**config.mk**
```make
export PLATFORM = sky130hd
export DESIGN_NAME = rpn_ctrl
export DESIGN_NICKNAME = d
export VERILOG_FILES = /design/src/rtl/rpn_pkg.sv /design/src/rtl/rpn_ctrl.sv
export SDC_FILE = /design/constraint.sdc
export NUM_CORES = 1
export LEC_CHECK = 0
export BUFFER_PORTS_ARGS = -buffer_cell sky130_fd_sc_hd__buf_2
export CAP_MARGIN = 10
export CELL_PAD_IN_SITES_DETAIL_PLACEMENT = 1
export CELL_PAD_IN_SITES_GLOBAL_PLACEMENT = 2
export CORE_AREA = 2 2 39 41
export CTS_CLUSTER_DIAMETER = 60
export DETAILED_ROUTE_END_ITERATION = 16
export DIE_AREA = 0 0 41 43
export PLACE_DENSITY_LB_ADDON = 0.1
export SLEW_MARGIN = 10
export SYNTH_ARGS = -nofsm -noshare
export SYNTH_HDL_FRONTEND = slang
export SYNTH_SLANG_ARGS = --single-unit
```
**constraint.sdc**
```tcl
create_clock -name clk -period 1.43 [get_ports clk]
set_input_delay 0.2145 -clock clk [delete_from_list [all_inputs] [get_ports clk]]
set_output_delay 0.2145 -clock clk [all_outputs]
set_load 0.03 [all_outputs]
```
**src/rtl/rpn_pkg.sv**
```systemverilog
// Package for the postfix stack machine: widths, operation and error codes,
// controller command/status types. No dependencies.
`timescale 1ns / 1ps
package rpn_pkg;
  localparam int STACK_DEPTH = 128;
  localparam int VAR_COUNT   = 256;
  localparam int WORD_WIDTH  = 32;
  localparam int PC_WIDTH    = 16;
  localparam int SP_W  = $clog2(STACK_DEPTH + 1);
  localparam int SA_W  = $clog2(STACK_DEPTH);
  localparam int VA_W  = $clog2(VAR_COUNT);
  localparam int DCW   = $clog2(WORD_WIDTH + 1);

  localparam logic [4:0] OP_PUSHL = 5'd0,  OP_PUSHV = 5'd1,  OP_NOT = 5'd2;
  localparam logic [4:0] OP_OR    = 5'd3,  OP_AND   = 5'd4,  OP_JMP = 5'd5;
  localparam logic [4:0] OP_JF    = 5'd6,  OP_WRITE = 5'd7,  OP_READ = 5'd8;
  localparam logic [4:0] OP_ADD   = 5'd9,  OP_MUL   = 5'd10, OP_SUB = 5'd11;
  localparam logic [4:0] OP_DIV   = 5'd12, OP_EQ    = 5'd13, OP_LT  = 5'd14;
  localparam logic [4:0] OP_GT    = 5'd15, OP_LE    = 5'd16, OP_GE  = 5'd17;
  localparam logic [4:0] OP_NE    = 5'd18, OP_ASSIGN = 5'd19, OP_MOD = 5'd20;

  localparam logic [2:0] ERR_OK = 3'd0, ERR_UNASSIGNED = 3'd1, ERR_DIVZERO = 3'd2;
  localparam logic [2:0] ERR_UNDERFLOW = 3'd3, ERR_OVERFLOW = 3'd4, ERR_HALT = 3'd5;

  // controller -> datapath
  typedef struct packed {
    logic load;    // latch input and issue stack/variable reads
    logic check;   // operands valid: evaluate
    logic div_go;  // start divider
    logic commit;  // write back state, load result
  } rpn_cmd_t;

  // datapath -> controller
  typedef struct packed {
    logic is_div;
    logic div_busy;
  } rpn_sts_t;
endpackage

```
**src/rtl/rpn_ctrl.sv**
```systemverilog
// Controller state machine: sequences load, check, divide and commit.
// Depends on rpn_pkg.
`timescale 1ns / 1ps
module rpn_ctrl import rpn_pkg::*; (
  input  logic     clk,
  input  logic     rst_n,
  input  logic     in_valid,
  output logic     in_stall,
  output logic     out_valid,
  input  logic     out_stall,
  input  rpn_sts_t sts,
  output rpn_cmd_t cmd
);
  localparam logic [2:0] S_IDLE = 3'd0, S_RD = 3'd1, S_DIV = 3'd2, S_DWAIT = 3'd3;
  localparam logic [2:0] S_CMT = 3'd4;

  logic [2:0] state_r, state_nxt;
  logic       ov_r, ov_nxt;
  logic       take;

  // accept only in idle, when the result slot is free or draining this cycle
  assign in_stall  = (state_r != S_IDLE) || (ov_r && out_stall);
  assign take      = in_valid && !in_stall;
  assign out_valid = ov_r;

  always_comb begin
    state_nxt = state_r;
    ov_nxt    = ov_r && out_stall;
    cmd       = '0;
    case (state_r)
      S_IDLE: begin
        if (take) begin
          cmd.load  = 1'b1;
          state_nxt = S_RD;
        end
      end
      S_RD: begin
        cmd.check = 1'b1;
        if (sts.is_div) begin
          cmd.div_go = 1'b1;
          state_nxt  = S_DIV;
        end else begin
          state_nxt  = S_CMT;
        end
      end
      // evaluated step is registered: write back and load the result
      S_CMT: begin
        cmd.commit = 1'b1;
        ov_nxt     = 1'b1;
        state_nxt  = S_IDLE;
      end
      S_DIV: state_nxt = S_DWAIT;
      S_DWAIT: begin
        if (!sts.div_busy) begin
          cmd.commit = 1'b1;
          ov_nxt     = 1'b1;
          state_nxt  = S_IDLE;
        end
      end
      default: state_nxt = S_IDLE;
    endcase
  end

  always_ff @(posedge clk) begin
    if (!rst_n) begin
      state_r <= S_IDLE;
      ov_r    <= 1'b0;
    end else begin
      state_r <= state_nxt;
      ov_r    <= ov_nxt;
    end
  end
endmodule

```
Word level (Yosys, flattened, before mapping)
Index checks and enable logic that the tools add are counted.
- equality and inequality tests: 6
- mux-type cells: 12
- reduce and logical (&&, ||, !) cells: 7
- operators by type and width (kind ; number):
    3-bit one-hot mux with 4 select lines ; 1
    3-bit two-way mux ; 3
    3-bit by 2-bit equality test with 1-bit output (second input constant) ; 2
    1-bit two-way mux ; 5
    2-bit != test (second input constant) ; 2
    1-bit one-hot mux with 2 select lines ; 2
    3-bit by 1-bit equality test with 1-bit output (second input constant) ; 1
    3-bit equality test (second input constant) ; 1
    3-bit logical NOT ; 1
    3-bit nonzero test ; 1
    1-bit logical AND ; 2
    2-bit two-way mux ; 1
    2-bit AND reduction ; 1
    1-bit logical NOT ; 1
    1-bit logical OR ; 1
- bits in registers: 4
- input bits: 6
- output and inout bits: 6
- word-level logic and storage cells: 27

Logic depth before layout (Yosys ltp)
- depth after elaboration: 6
- mapped depth: 3

Worst setup path after synthesis
No wires, ideal clock.
- path kind: register to register
- start point: register state_r[0]
- end point: register state_r[2]
- setup time: 0.063 ns
- arrival time: 1.351 ns
- path slack: 0.016 ns
- stages on the path, launching flop included: 4
- clock period less this slack: 1.414 ns
- cells stage by stage: dfxtp_1 -> inv_1 -> nor3_1 -> and3b_1
- cells in the longest elaborated chain, start to end: 6
- RTL lines (element ; line ; source):
    start, declared ; rpn_ctrl.sv:17 ; logic [2:0] state_r, state_nxt;
    start signal, assigned ; rpn_ctrl.sv:69 ; state_r <= state_nxt;
    3-bit nonzero test ; rpn_ctrl.sv:22 ; assign in_stall = (state_r != S_IDLE) || (ov_r && out_stall);
    1-bit logical OR ; rpn_ctrl.sv:22 ;
    1-bit logical NOT ; rpn_ctrl.sv:23 ; assign take = in_valid && !in_stall;
    1-bit logical AND ; rpn_ctrl.sv:23 ;
    2-bit != test (no source line) ; -- ;
    2-bit AND reduction (no source line) ; -- ;
Several ways; a longest one is shown, not always the timed one.
A chain may end at the register's enable or synchronous reset.

==> impl_metrics.yaml <==
synthesis:
  avgSynthCellArea_um2: 8.38
  synth-seq-cells: 4
  yosys_warnings: 0
  syn_area_um2: 193
  synthCells: 23
  synth_cell_type_count: 15
  syn_nets: 29
  ys_seq_area_share_pct: 41.6
timing:
  setup_tns_ns: 0
  tightest_slew_ns: 0.243
  slew_headroom_pct: 83.7
  rsz0062_at_grt: "no"
  min_period_ns: 1.31
  setup_viol: 0
  drv_slew: 0
  fin_skew_ns: 0.00570
  period_share_pct: 91.8
  hold_viol_final: 0
  max_freq_mhz: 761
finish:
  post-route-cell-area_um2: 300
  layout_commonest_cell: "buf_2"
  mostFrequentLayoutCells: "buf_2 (10), clkbuf_4 (3), dfxtp_2 (3)"
  multiInputGateArea_um2: 113
  syn_to_final_growth_pct: 55.8
  layout.nets: 45
  num_antenna_cells: 0
  final_cells: 53
  drive_gt1_share_pct: 48.6
  ff_latch_area_um2: 83.8
  utilization_pct: 21.7
  n_fill_cell: 175
route:
  vias: 218
  first_pass_iters: 2
  initialDrtViolationCount: 2
  routed_wl_um: 549
  vias_per_cell: 4.11
  ant_nets: 0
  wire_per_inst_um: 10.4
  drc: 0
pwr:
  p_seq_share_pct: 37.0
  irDropWorstVdd_v: 0.000343
  switching_share_pct: 29.6
  leakage_nw: 0.164
  power.total_mw: 0.342
  power_density_nw_per_um2: 1140
  switchingPower_mw: 0.101
  pwr-share-comb_pct: 22.7
  clockPowerShare_pct: 40.3
  p_int_mw: 0.241
global_route:
  grt_pass1_vias: 224
  grt_max_degree: 7
  antenna_found_initial: 0
  gr-total-overflow: 0
  grt.total_usage_pct: 8.33
  grt_pass1_wl_um: 924
clocking:
  clkTransAtPathRegs_ns: 0.04
  htree_num_levels: 1
  cts_root_buf: "clkbuf_4"
  numCtsBuffers: 3
  hold_buffers: 0
  worstSkewPairLatency_ns: 0.23
  cts_tree: "done"
  clk_path_buf_depth: 2
  cts_sinks: 4
placement:
  placed_cells: 50
  dpl-instance-area_um2: 268
  dp_hpwl_um: 460
  io_buffer_count: 11
  gp_congestion: 0.677
worst_setup_path:
  worst_setup_path_start_kind: "register"
  worstPathRequired_ns: 1.22
  regToRegSetupSlack_ns: 0.46
  worstPathMaxFanout: 5
  crit_arrival_ns: 1.10
  crit-reg2reg-capture: "out_valid"
  rr_worst_depth: 3
  worstSetupEndpointType: "output pin"
  r2r-start: "state_r[2]"
  worstSetupPathType: "register to output pin"
die:
  ios: 12
  die_h_um: 43
  coreArea_um2: 1380
  start_util_pct: 13.9
  dieArea_um2: 1760
  die_x_um: 41
  row_count: 14
hold_path:
  min_from: "rst_n"
  min_to: "out_valid"
  worstHoldPathType: "input port to register"
  holdPathStages: 2
job:
  max-cap-violations: 0
outcome:
  status: "completed"
registers in the layout, summed over array words and instances, names as in the netlist:
register and cells:
out_valid 1, state_r 3
power by group through the flow:
| stage | Sequential [mW] | Combinational [mW] | Clock [mW] |
|---|---|---|---|
| floorplan | 0.127 | 0.0486 | 0 |
| global placement | 0.127 | 0.0766 | 0 |
| detailed placement | 0.127 | 0.0764 | 0 |
| CTS | 0.125 | 0.0766 | 0.147 |
| global route | 0.128 | 0.0853 | 0.163 |
| finish | 0.127 | 0.0777 | 0.138 |
layer usage:
metal / global-route usage [%] / part of all wire [%] / vias to the layer above
met5: 0 / 0 / -
met4: 2.00 / 0 / 0
met3: 7.85 / 8.4 / 0
met2: 11.3 / 45 / 8
met1: 9.32 / 47 / 98
li1: - / - / 112
timing repair:
item	4_1_cts	5_1_grt
buffers inserted	0	0
endpoints found under the setup margin	0	3
gates resized for setup	0	5
cells in the mapped netlist:
master    number  area (um2)
a21o_1         1        7.51
a21oi_1        3        15.0
and2_1         1        6.26
and3_1         2        12.5
and3b_1        1        8.76
and4bb_1       1        12.5
dfxtp_1        4        80.1
inv_1          1        3.75
nand2_1        2        7.51
nand2b_1       1        6.26
nand3b_1       1        7.51
nor2_1         2        7.51
nor3_1         1        5.00
o21a_1         1        7.51
o21ai_1        1        5.00
worst max path at each step:
stage / startpoint / endpoint / slack (ns)
after floorplan: state_r[0] / state_r[2] / 0.02
after global placement: state_r[2] / cmd[0] / 0.30
after detailed placement: state_r[0] / cmd[3] / 0.29
after CTS: state_r[0] / cmd[3] / 0.03
after global routing: state_r[2] / cmd[3] / 0.009
final: state_r[2] / cmd[3] / 0.12
kinds of logic (layout without fill, tap and decap cells):
kind of cell	count (synthesis)	after routing	share of synthesized area, %
flip-flops	4	4	41.6
AND/OR/NAND/NOR	12	12	38.3
buffers and inverters	1	15	1.95
AO/OA/AOI/OAI	6	6	18.2
metrics by stage:
step	worst slack [ns]	hold slack, ns
finish	0.117	0.219
global route	0.00889	0.208
CTS	0.0333	0.220
detailed placement	0.291	0.468
global placement	0.301	0.458
floorplan	0.0159	0.332
critical path, cell delays in order, from the launching register on:
cell and delay [ns]:
dfxtp_2 0.33, nor2_1 0.17, and3_1 0.17, buf_2 0.19
cell type report:
class	count	area share, %
timing repair buffer	11	19.2
multi-input combinational	18	37.5
clock buffer	3	7.50
sequential	4	27.9
inverter	1	1.25
tap	16	6.67
No activity file was read; power rests on OpenSTA's default activity.
